`src/sv/ptc_pkg.sv`:
```
`timescale 1ns / 1ps
// Shared types, constants and helpers for the pressure/temperature compensation core.
// No dependencies.
package ptc_pkg;

  localparam int RawW       = 20;
  localparam int TempW      = 16;
  localparam int PressW     = 25;
  localparam int WordW      = 64;
  localparam int CfgIdxW    = 2;
  localparam int QueueDepth = 2;

  localparam logic [RawW-1:0]   NoSampleMark = 20'h80000;
  localparam logic [PressW-1:0] PressMax     = 25'h1FFFFFF;

  typedef enum logic [CfgIdxW-1:0] {
    REG_TEMP_COEFFS = 2'd0,
    REG_PRESS_LOW   = 2'd1,
    REG_PRESS_HIGH  = 2'd2,
    REG_PRESS_LAST  = 2'd3
  } cfg_reg_e;

  typedef struct packed {
    logic [RawW-1:0] raw_pressure;
    logic [RawW-1:0] raw_temperature;
  } sample_t;

  typedef struct packed {
    logic [47:0] temp_coeffs;
    logic [63:0] press_low;
    logic [63:0] press_high;
    logic [15:0] press_last;
  } coeffs_t;

  function automatic logic [WordW-1:0] sx16(input logic [15:0] v);
    return {{(WordW-16){v[15]}}, v};
  endfunction

endpackage

```
`src/sv/ptc_queue.sv`:
```
`timescale 1ns / 1ps
// Short FIFO that decouples the front from the compute back end.
// Depends on ptc_pkg.
module ptc_queue #(
  parameter int Depth = ptc_pkg::QueueDepth
) (
  input  logic             clk_i,
  input  logic             rst_ni,
  input  logic             push_i,
  input  ptc_pkg::sample_t push_data_i,
  output logic             full_o,
  input  logic             pop_i,
  output logic             empty_o,
  output ptc_pkg::sample_t pop_data_o
);
  import ptc_pkg::*;

  localparam int PtrW = (Depth > 1) ? $clog2(Depth) : 1;
  localparam int CntW = $clog2(Depth + 1);

  sample_t         mem_q [Depth];
  logic [PtrW-1:0] wr_ptr_q, wr_ptr_d, rd_ptr_q, rd_ptr_d;
  logic [CntW-1:0] cnt_q, cnt_d;

  assign full_o     = (cnt_q == CntW'(Depth));
  assign empty_o    = (cnt_q == '0);
  assign pop_data_o = mem_q[rd_ptr_q];

  always_comb begin
    wr_ptr_d = wr_ptr_q;
    rd_ptr_d = rd_ptr_q;
    cnt_d    = cnt_q;
    if (push_i) begin
      wr_ptr_d = (wr_ptr_q == PtrW'(Depth - 1)) ? '0 : wr_ptr_q + 1'b1;
    end
    if (pop_i) begin
      rd_ptr_d = (rd_ptr_q == PtrW'(Depth - 1)) ? '0 : rd_ptr_q + 1'b1;
    end
    if (push_i && !pop_i) cnt_d = cnt_q + 1'b1;
    else if (pop_i && !push_i) cnt_d = cnt_q - 1'b1;
  end

  always_ff @(posedge clk_i or negedge rst_ni) begin
    if (!rst_ni) begin
      wr_ptr_q <= '0;
      rd_ptr_q <= '0;
      cnt_q    <= '0;
    end else begin
      wr_ptr_q <= wr_ptr_d;
      rd_ptr_q <= rd_ptr_d;
      cnt_q    <= cnt_d;
    end
  end

  always_ff @(posedge clk_i) begin
    if (push_i) mem_q[wr_ptr_q] <= push_data_i;
  end

  a_no_overflow: assert property (@(posedge clk_i) disable iff (!rst_ni)
    full_o |-> !push_i || pop_i) else $error("queue overflow");
  a_no_underflow: assert property (@(posedge clk_i) disable iff (!rst_ni)
    empty_o |-> !pop_i) else $error("queue underflow");
  a_cnt_range: assert property (@(posedge clk_i) disable iff (!rst_ni)
    cnt_q <= CntW'(Depth)) else $error("queue count out of range");
endmodule

```
`config.mk`:
```
export PLATFORM = sky130hd
export DESIGN_NAME = ptc_queue
export DESIGN_NICKNAME = d
export VERILOG_FILES = /design/src/sv/ptc_pkg.sv /design/src/sv/ptc_queue.sv
export SDC_FILE = /design/constraint.sdc
export NUM_CORES = 1
export LEC_CHECK = 0
export ABC_CLOCK_PERIOD_IN_PS = 4700
export BUFFER_PORTS_ARGS = -buffer_cell sky130_fd_sc_hd__buf_2
export CAP_MARGIN = 25
export CELL_PAD_IN_SITES_DETAIL_PLACEMENT = 2
export CELL_PAD_IN_SITES_GLOBAL_PLACEMENT = 2
export CORE_MARGIN = 10
export CORE_UTILIZATION = 40
export CTS_BUF_LIST = sky130_fd_sc_hd__clkbuf_8 sky130_fd_sc_hd__clkbuf_16
export CTS_CLUSTER_DIAMETER = 150
export DETAILED_ROUTE_END_ITERATION = 10
export PLACE_DENSITY = 0.78
export SLEW_MARGIN = 20
export SYNTH_ARGS = -nofsm -noshare
export SYNTH_HDL_FRONTEND = slang
export SYNTH_SLANG_ARGS = --single-unit
```
`constraint.sdc`:
```
create_clock -name clk_i -period 4.7 [get_ports clk_i]
set_input_delay 0 -clock clk_i [delete_from_list [all_inputs] [get_ports clk_i]]
set_output_delay 0 -clock clk_i [all_outputs]
set_load 0.01 [all_outputs]
```
==> impl_metrics.csv <==
group,metric,value,unit
run_status,status,"complete, no violations",
floorplanning,die_h,110.5,µm
timing,setup_viol,0,
route,top_layer_used,"met4",
cells_and_area,syn2layout_area_growth,35.47,%
worst_setup_path,crit_path_start_kind,"flip-flop",
logic_synthesis,ys_ff_latch,84,
floorplanning,initial_core_util,41.76,%
logic_synthesis,yosysUniqueCellTypes,13,
logic_synthesis,synthTopCellsByArea,"edfxtp_1, mux2_4, dfrtp_1",
floorplanning,fp-row-count,32,
floorplanning,core-area,7848,µm²
route,wl_met1,3148,µm
global_route,grtUsageTotal,13.25,%
clock_tree,cts.repair.resized,0,
worst_hold_path,holdCritPathClass,"in -> reg",
timing,tightest_slew,675.2,ps
floorplanning,dieArea,12210,µm²
worst_setup_path,cp-end-kind,"primary output",
clock_tree,clock_latency,340,ps
clock_tree,cts_max_path_buffers,2,
floorplanning,dieWidth,110.5,µm
clock_tree,htree_num_levels,3,
global_route,grt_start_max_net_pins,41,
worst_setup_path,crit_fanout,21,
timing,finalCriticalPeriod,2164,ps
route,viasPerCell,4.541,
route,drt_iter0_drc,52,
global_route,grt_pass1_vias,2100,
pwr,cellLeakagePower,0.001817,µW
route,vias,1753,
logic_synthesis,syn_avg_cell_area,23.24,µm²
place,io_buffers,85,
place,routabilityCongestion,0.6738,
clock_tree,cts_inserted_buffers,9,
place,place_hpwl,5294,µm
pwr,ir_worst_vdd,0.0002283,V
timing,fin_skew,7.406,ps
logic_synthesis,synthCells,141,
cells_and_area,fillers,703,
run,drv_cap,0,
route,dr.pass1.iters,3,
timing,tns,0,ps
route,ant_nets,0,
route,routed_wl,7906,µm
global_route,grt_antenna_before_repair,0,
floorplanning,pin_count,86,
logic_synthesis,synthesis.area,3277,µm²
worst_setup_path,rr_startpoint,"wr_ptr_q",
cells_and_area,n_antenna_cell,0,
timing,rsz0062_at_grt,"false",
worst_hold_path,min_from,"push_data_i[29]",
route,wl_met2,4411,µm
cells_and_area,drive_gt1_share,51.06,%
worst_setup_path,required,4700,ps
pwr,powerDensity,537.8,nW/µm²
worst_setup_path,cpPeakStageDelay,810,ps
logic_synthesis,seq_area_frac_synth,76.37,%
timing,slew_headroom,54.98,%
timing,finalHoldViolCount,0,
cells_and_area,fin_util,56.57,%
route,drt-wirelength-per-cell,20.48,µm
timing,timing.hold.ws,374.5,ps
timing,fmax,462.0,MHz
clock_tree,cts.sinks,84,
logic_synthesis,syn_nets,186,
global_route,grt_pass1_wl,12590,µm
route,met3RoutedLength,244,µm
logic_synthesis,synth_top_area_share,73.31,%
worst_setup_path,path_cells,"buf_4 -> mux2_2 -> buf_2",
worst_setup_path,critical_path.startpoint,"rd_ptr_q",
route,drcViolationCount,0,
clock_tree,tritoncts,"built",
logic_synthesis,yosysTopAreaCell,"edfxtp_1",
logic_synthesis,yosys_warnings,0,
cells_and_area,nets,324,
global_route,overflow,0,
worst_setup_path,crit_slowest_cell,"dfrtp_2",
worst_setup_path,worstSetupPathType,"reg -> out",
timing,fin_crit_sh,46.05,%
timing,slew_violations,0,
clock_tree,path_clk_slew,80,ps
clock_tree,cts_root_buf,"clkbuf_8",
worst_setup_path,arrival,2160,ps
[critical path: cells and delay by family, from the launching register on]
kind / cells / cell delay (ps)
flops: 1 / 810
mux: 1 / 380
buf+inv: 2 / 630
[cells in the mapped netlist (all sizes together)]
| master | n |
|---|---|
| mux2 | 40 |
| and2 | 1 |
| nor2 | 2 |
| dfrtp | 4 |
| ha | 1 |
| buf | 5 |
| inv | 1 |
| xnor2 | 1 |
| edfxtp | 80 |
| nor2b | 2 |
| xor2 | 4 |
[timing repair]
| action | CTS | global route |
|---|---|---|
| hold endpoints to repair | 86 | 0 |
| hold buffers | 44 | 0 |
| setup buffers | 0 | 0 |
| endpoints found under the setup margin | 0 | 0 |
[placed cells by master, fill, tap and decap left out]
cell type       n
dfrtp_1         3
mux2_4         39
buf_12          1
mux2_2          1
clkbuf_8       10
clkinv_2        1
inv_1           3
xnor2_1         1
nor2b_4         1
ha_1            1
buf_16          1
dlygate4sd3_1  44
and2_2          1
dfrtp_2         1
bufinv_16       1
edfxtp_1       80
nor2b_1         1
xor2_1          4
buf_4           1
nor2_1          2
clkinvlp_4      2
buf_2          85
[metal layers]
metal  vias up  track usage (%)
met5         -                0
met3         7            2.485
met1       882            14.86
met2        45            23.94
met4         0            5.440
li1        819                -
[power breakdown]
group | leakage (µW) | switching (µW) | internal [µW]
registers | 0.000796 | 103 | 996
clock network | 0.000101 | 248 | 256
logic | 0.000920 | 358 | 428
total | 0.00182 | 708 | 1680
[worst paths after layout]
| check | cells after the start | endpoint | slack, ps |
|---|---|---|---|
| max in group asynchronous | 3 | rd_ptr_q | 3890 |
| hold reg to reg | 1 | cnt_q[1] | 490 |
| min in group asynchronous | 3 | cnt_q[0] | 600 |
| setup / recovery | 3 | pop_data_o[19] | 2540 |
| hold / removal | 2 | mem_q[1][29] | 370 |
| setup reg to reg | 2 | mem_q[0][33] | 3210 |
[cells by family after synthesis]
logic type	share of synthesized area (%)
buffers and inverters	2.902
adder cells (fa/ha/maj)	0.3818
AND/OR/NAND/NOR	0.8020
XOR/XNOR	1.336
multiplexers	18.21
flip-flops	76.37
[flip-flops by register name (all words and copies together) (netlist names)]
register	cells
cnt_q	2
rd_ptr_q	1
mem_q	80
wr_ptr_q	1
[stage by stage]
| stage | setup WS [ps] | std cells | cell area, µm² | total power [µW] |
|---|---|---|---|---|
| floorplan | 2065 | 141 | 3277 | 1652 |
| global placement | 2874 | 324 | 3756 | 1829 |
| detailed placement | 2870 | 325 | 3776 | 1875 |
| CTS | 2486 | 385 | 4412 | 2405 |
| global route | 2417 | 386 | 4439 | 2521 |
| finish | 2536 | 386 | 4439 | 2387 |
[area by class of cell]
| cell class | instances | area (µm²) | share of cell area [%] |
|---|---|---|---|
| Inverter | 1 | 3.754 | 0.08455 |
| Sequential cell | 84 | 2504 | 56.40 |
| Clock inverter | 6 | 57.56 | 1.297 |
| Tap cell | 102 | 127.6 | 2.875 |
| Timing Repair Buffer | 132 | 920.9 | 20.74 |
| Clock buffer | 10 | 137.6 | 3.100 |
| Multi-Input combinational cell | 51 | 688.2 | 15.50 |
(Power assumes the default switching activity.)
