`src/sv/ptc_pkg.sv`:
```
`timescale 1ns / 1ps
// Shared types, constants and helpers for the pressure/temperature compensation core.
// No dependencies.
package ptc_pkg;

  localparam int RawW       = 20;
  localparam int TempW      = 16;
  localparam int PressW     = 25;
  localparam int WordW      = 64;
  localparam int CfgIdxW    = 2;
  localparam int QueueDepth = 2;

  localparam logic [RawW-1:0]   NoSampleMark = 20'h80000;
  localparam logic [PressW-1:0] PressMax     = 25'h1FFFFFF;

  typedef enum logic [CfgIdxW-1:0] {
    REG_TEMP_COEFFS = 2'd0,
    REG_PRESS_LOW   = 2'd1,
    REG_PRESS_HIGH  = 2'd2,
    REG_PRESS_LAST  = 2'd3
  } cfg_reg_e;

  typedef struct packed {
    logic [RawW-1:0] raw_pressure;
    logic [RawW-1:0] raw_temperature;
  } sample_t;

  typedef struct packed {
    logic [47:0] temp_coeffs;
    logic [63:0] press_low;
    logic [63:0] press_high;
    logic [15:0] press_last;
  } coeffs_t;

  function automatic logic [WordW-1:0] sx16(input logic [15:0] v);
    return {{(WordW-16){v[15]}}, v};
  endfunction

endpackage

```
`src/sv/ptc_front.sv`:
```
`timescale 1ns / 1ps
// Input side: takes sample beats and drops those that carry the no-sample marker.
// Depends on ptc_pkg.
module ptc_front (
  input  logic                     in_valid_i,
  output logic                     in_stall_o,
  input  logic [ptc_pkg::RawW-1:0] raw_pressure_i,
  input  logic [ptc_pkg::RawW-1:0] raw_temperature_i,
  input  logic                     q_full_i,
  output logic                     q_push_o,
  output ptc_pkg::sample_t         q_data_o
);
  import ptc_pkg::*;

  // Stall only on a full queue; marker beats are accepted and dropped.
  assign in_stall_o = q_full_i;
  assign q_data_o   = '{raw_pressure: raw_pressure_i, raw_temperature: raw_temperature_i};
  assign q_push_o   = in_valid_i && !q_full_i &&
                      (raw_pressure_i != NoSampleMark) && (raw_temperature_i != NoSampleMark);
endmodule

```
`config.mk`:
```
export PLATFORM = sky130hd
export DESIGN_NAME = ptc_front
export DESIGN_NICKNAME = d
export VERILOG_FILES = /design/src/sv/ptc_pkg.sv /design/src/sv/ptc_front.sv
export SDC_FILE = /design/constraint.sdc
export NUM_CORES = 1
export LEC_CHECK = 0
export BUFFER_PORTS_ARGS = -buffer_cell sky130_fd_sc_hd__buf_4
export CAP_MARGIN = 20
export CORE_MARGIN = 1
export CORE_UTILIZATION = 28
export DETAILED_ROUTE_END_ITERATION = 7
export GPL_TIMING_DRIVEN = 1
export PLACE_DENSITY = 0.89
export SYNTH_ARGS = -nofsm -noshare
export SYNTH_HDL_FRONTEND = slang
export SYNTH_SLANG_ARGS = --single-unit
```
`constraint.sdc`:
```
create_clock -name vclk -period 1.15
set_input_delay 0.115 -clock vclk [all_inputs]
set_output_delay 0.115 -clock vclk [all_outputs]
set_load 0.05 [all_outputs]
```
==> reports/results.txt, run 1 <==
Total wire length: 1.519 mm
Critical path's slowest cell: nor4_4
GRT Overall Usage: 0.1563
First-pass GRT wire length: 1.787 mm
CP peak stage delay: 0.26 ns
Internal: 0.2173 mW
Port Buffers: 84
Placed Cells incl. Taps: 118
Post-Syn Area per Cell: 7.552 sq um
Max FO, Critical Path: 2
Violated checks: negative setup slack
Pre-CTS setup slack: -0.2292 ns
Slew Limit Fails: 0
Hold path cells: 2
DR WL/cell: 12.87 um
Setup violators final: 1
Synthesized area: 422.9 sq um
Core ar.: 0.001350 sq mm
# diodes: 0
Seq/Total Area, Yosys: 0
Die extent in y: 40.87 um
FMAX: 0.8126 GHz
Ports: 84
Via count: 543
YS warnings: 0
Non-filler cells, final: 118
Seq Cell Count: 0
Critical Path AT: 1.12 ns
Post-DP HPWL: 1.297 mm
Unrepaired setup endpoints after global routing: true
Clock Buffer Count: 0
Post-synthesis cell count: 56
Final hold vios: 0
Hold_sp: raw_temperature_i[13]
Drt drc: 0
CP Launch Type: input pin
Worst Hold Endpoint: q_data_o[13]
Grt total ovfl: 0
Worst path required time: 1.03 ns
Initial antenna violation count: 0
Hold buffers post-CTS: 0
1st-pass router iterations: 1
Die Area: 0.001670 sq mm
Netlist cell types: 7
Initial core utilization: 0.3133
Clock power frac: 0
Hold Slack: 0.4945 ns
Syn_nets: 98
Rel. slew slack: 0.8277
Pwr/cell area: 659.7 mW/mm^2
Buf/Inv on CP: 2
Die X: 40.87 um
Min Clock Period, post-route: 1.231 ns
Crit. End Element: output port
# rows: 13
Finished Cell Area: 889.6 sq um
Register area: 0 sq um
Post-route ant nets: 0
Peak supply drop: 0.3467 mV
Cell Area, Placed: 794.5 sq um
Via density: 4.602
Total power: 0.5869 mW
Hold crit path type: in -> out
Sw Pwr: 0.3696 mW
Status: finished with violations
Leakage: 0.4663 nW
Largest net degree at the start of global routing: 3
Comb pwr share: 1.000
Initial DRC Count: 0
Reg power frac: 0
Crit Path Category: in -> out
Max cap viols: 0
Vias in the first global route: 459
Critical path's top delay family: simple AND/OR/NAND/NOR gates
Layout Area Growth over Synthesis: 110.4%
Transition time of the tightest slew-check pin: 0.2560 ns
Crit path cell chain: buf_4 -> nor4_4 -> and3_1 -> nand3_1 -> and4b_1 -> buf_6
GP Congestion: 0.6846
Post-route clock period utilization: 1.070
Final setup margin: -0.08065 ns
Layout Nets: 147
Share of layout cells above drive strength 1: 0.9223
Sw frac: 0.6298
## timing repair
action / in CTS / in global routing
resized for setup: 10 / 6
endpoints found under the setup margin: 1 / 1
pin swaps: 4 / 4
endpoints found under the hold margin: 0 / 0
setup buffers: 0 / 0
## worst max path at each step
stage          cells after the start                  start  endpoint
5_1_grt                            6  raw_temperature_i[15]  q_push_o
4_1_cts                            6  raw_temperature_i[15]  q_push_o
3_5_place_dp                       6  raw_temperature_i[10]  q_push_o
3_3_place_gp                       6  raw_temperature_i[10]  q_push_o
2_1_floorplan                      4     raw_pressure_i[19]  q_push_o
6_report                           6      raw_pressure_i[0]  q_push_o
## stage by stage
| stage | utilization | TNS (ns) |
|---|---|---|
| after floorplan | - | 0 |
| after global placement | 0.5885 | -0.1247 |
| after detailed placement | 0.5885 | -0.2292 |
| after CTS | 0.6311 | -0.08275 |
| after global routing | 0.6589 | -0.1089 |
| final | 0.6589 | -0.08065 |
## power by group through the flow
| stage | clock, mW | sequential (mW) | combinational, mW |
|---|---|---|---|
| floorplan | 0 | 0 | 0.401 |
| global placement | 0 | 0 | 0.552 |
| CTS | 0 | 0 | 0.575 |
| detailed placement | 0 | 0 | 0.556 |
| finish | 0 | 0 | 0.587 |
| global route | 0 | 0 | 0.611 |
## cell usage in the layout, fill, tap and decap left out, drive strengths merged
| cell type | count |
|---|---|
| nor4b | 2 |
| and4b | 1 |
| nor4 | 8 |
| and3 | 2 |
| buf | 88 |
| nand3 | 2 |
## cells in the mapped netlist
master   count  area, sq um
buf_4       41        307.8
nor4_1       7        43.79
and3_1       2        12.51
nand3_1      2        10.01
nor4b_1      2        17.52
and4b_1      1        10.01
nor4_4       1        21.27
## area by class of cell
| type | count | area [sq um] |
|---|---|---|
| Timing Repair Buffer | 88 | 683.2 |
| Multi-Input combinational cell | 15 | 187.7 |
| Fill cell | 119 | 460.4 |
| Tap cell | 15 | 18.77 |
## cell families after synthesis
family | Yosys count | synth area share
buf+inv | 41 | 0.7278
simple gates | 15 | 0.2722
## per-layer routing
layer	track usage	wire (um)	up-vias
li1	-	-	248
met1	0.1058	357	235
met2	0.3711	857	58
met3	0.04348	290	2
met4	0.03333	13	0
met5	0	0	-
(Power assumes the default switching activity.)
==> inputs of run 2 (changes only) <==
CELL_PAD_IN_SITES_DETAIL_PLACEMENT = 1   (was not set)
CELL_PAD_IN_SITES_GLOBAL_PLACEMENT = 1   (was not set)
CORE_ASPECT_RATIO = 1.4   (was not set)
CORE_UTILIZATION = 15   (was 28)
PLACE_DENSITY = not set   (was 0.89)
PLACE_DENSITY_LB_ADDON = 0.1   (was not set)
==> reports/results.txt, run 2 (synthesis gave the netlist of run 1 again) <==
Status: finished with violations
CP Launch Type: input pin
DR WL/cell: 10.86 um (-16%)
Hold_sp: raw_pressure_i[17]
Critical Path AT: 1.10 ns (-0.02 ns)
Pwr/cell area: 631.0 mW/mm^2 (-4.4%)
Rel. slew slack: 0.7386 (-0.08912)
Grt total ovfl: 0 (unchanged)
Seq Cell Count: 0 (unchanged)
Unrepaired setup endpoints after global routing: true
Post-DP HPWL: 1.393 mm (+7.4%)
Cell Area, Placed: 813.3 sq um (+2.4%)
Final setup margin: -0.06310 ns (+0.01755 ns)
Layout Area Growth over Synthesis: 118.9%
Hold Slack: 0.4852 ns (-0.009362 ns)
Port Buffers: 84 (unchanged)
Initial antenna violation count: 0 (unchanged)
Initial DRC Count: 3 (+3)
Total wire length: 1.499 mm (-1.3%)
Worst Hold Endpoint: q_data_o[37]
Finished Cell Area: 925.9 sq um (+4.1%)
Die X: 46.88 um (+15%)
Leakage: 0.4696 nW (+0.71%)
Layout Nets: 146 (-0.68%)
Max cap viols: 0 (unchanged)
Most frequent cells in the layout: buf_4, buf_6, nor4_4, nor4_1
Crit. End Element: output port
Worst path required time: 1.03 ns (about the same)
Share of layout cells above drive strength 1: 0.9412 (+0.01885)
Hold crit path type: in -> out
Die extent in y: 64.83 um (+59%)
Vias in the first global route: 537 (+17%)
Die Area: 0.003039 sq mm (+82%)
# rows: 22 (+9)
Min Clock Period, post-route: 1.213 ns (-0.01755 ns)
First-pass GRT wire length: 2.035 mm (+14%)
GP Congestion: 0.6243 (-8.8%)
Via density: 3.906 (-15%)
Violated checks: negative setup slack
Fill count: 342 (+190%)
Hold buffers post-CTS: 0 (unchanged)
Post-route clock period utilization: 1.055 (-0.01526)
Ports: 84 (unchanged)
Via count: 539 (-0.74%)
Peak supply drop: 0.2620 mV (-24%)
Transition time of the tightest slew-check pin: 0.3885 ns (+0.1325 ns)
Slew Limit Fails: 0 (unchanged)
Max FO, Critical Path: 2 (unchanged)
Final hold vios: 0 (unchanged)
Register area: 0 sq um (unchanged)
1st-pass router iterations: 2 (+1)
Drt drc: 0 (unchanged)
FMAX: 0.8243 GHz (+1.4%)
Setup violators final: 1 (unchanged)
Crit Path Category: in -> out
Largest net degree at the start of global routing: 3 (unchanged)
GRT Overall Usage: 0.08495 (-0.07130)
Initial core utilization: 0.1600 (-0.1532)
Hold path cells: 2 (unchanged)
Most common cell after layout, fill and taps aside: buf_4
Footprint of the multi-input gates: 197.7 sq um (+5.3%)
# diodes: 0 (unchanged)
Clock Buffer Count: 0 (unchanged)
Post-route ant nets: 0 (unchanged)
Core ar.: 0.002643 sq mm (+96%)
## run 2: changes by cell type in the layout (fill, tap and decap cells not counted), sizes merged
cell,previous run,this run
buf,88,87
## run 2: worst max-delay path: stages
cell	delay, ns
buf_8	0.10
nor4b_4	0.26
and3_4	0.22
nand3_2	0.05
and4b_1	0.20
buf_6	0.15
## run 2: power by group
part           internal, mW  switching [mW]
Sequential                0               0
Combinational         0.219           0.366
Clock                     0               0
## run 2: worst max path at each step
stage	start	to	slack, ns	depth (start not counted)
2_1_floorplan	raw_pressure_i[19]	q_push_o	0.09	4
3_3_place_gp	raw_temperature_i[14]	q_push_o	-0.19	6
3_5_place_dp	raw_temperature_i[14]	q_push_o	-0.18	6
4_1_cts	raw_pressure_i[1]	q_push_o	-0.08	6
5_1_grt	raw_temperature_i[10]	q_push_o	-0.13	6
6_report	raw_pressure_i[18]	q_push_o	-0.06	6
## run 2: what timing repair did
item / in CTS / in global routing
endpoints found under the setup margin: 1 / 1
hold endpoints to repair: 0 / 0
buffers inserted: 0 / 0
gates resized for setup: 13 / 7
pin swaps: 7 / 4
## run 2: layout make-up
cell class	count	share of cell area
Multi-Input combinational cell	15	0.2135
Timing Repair Buffer	87	0.7378
Tap cell	36	0.04865
## run 2: stage by stage
stage               utilization  power, mW  worst slack [ns]  setup TNS, ns  std cells
floorplan                     -     0.4010           0.09345              0         56
global route             0.3504     0.6060           -0.1291        -0.1291        138
global placement         0.3078     0.5516           -0.1940        -0.1940        138
CTS                      0.3329     0.5744          -0.07878       -0.07878        138
finish                   0.3504     0.5842          -0.06310       -0.06310        138
detailed placement       0.3078     0.5538           -0.1834        -0.1834        138
## run 2: routing by layer
metal / vias up / track usage / wire length, um
li1: 248 / - / -
met1: 238 / 0.07333 / 395
met2: 53 / 0.1823 / 852
met3: 0 / 0.02507 / 250
met4: 0 / 0 / 0
met5: - / 0 / 0
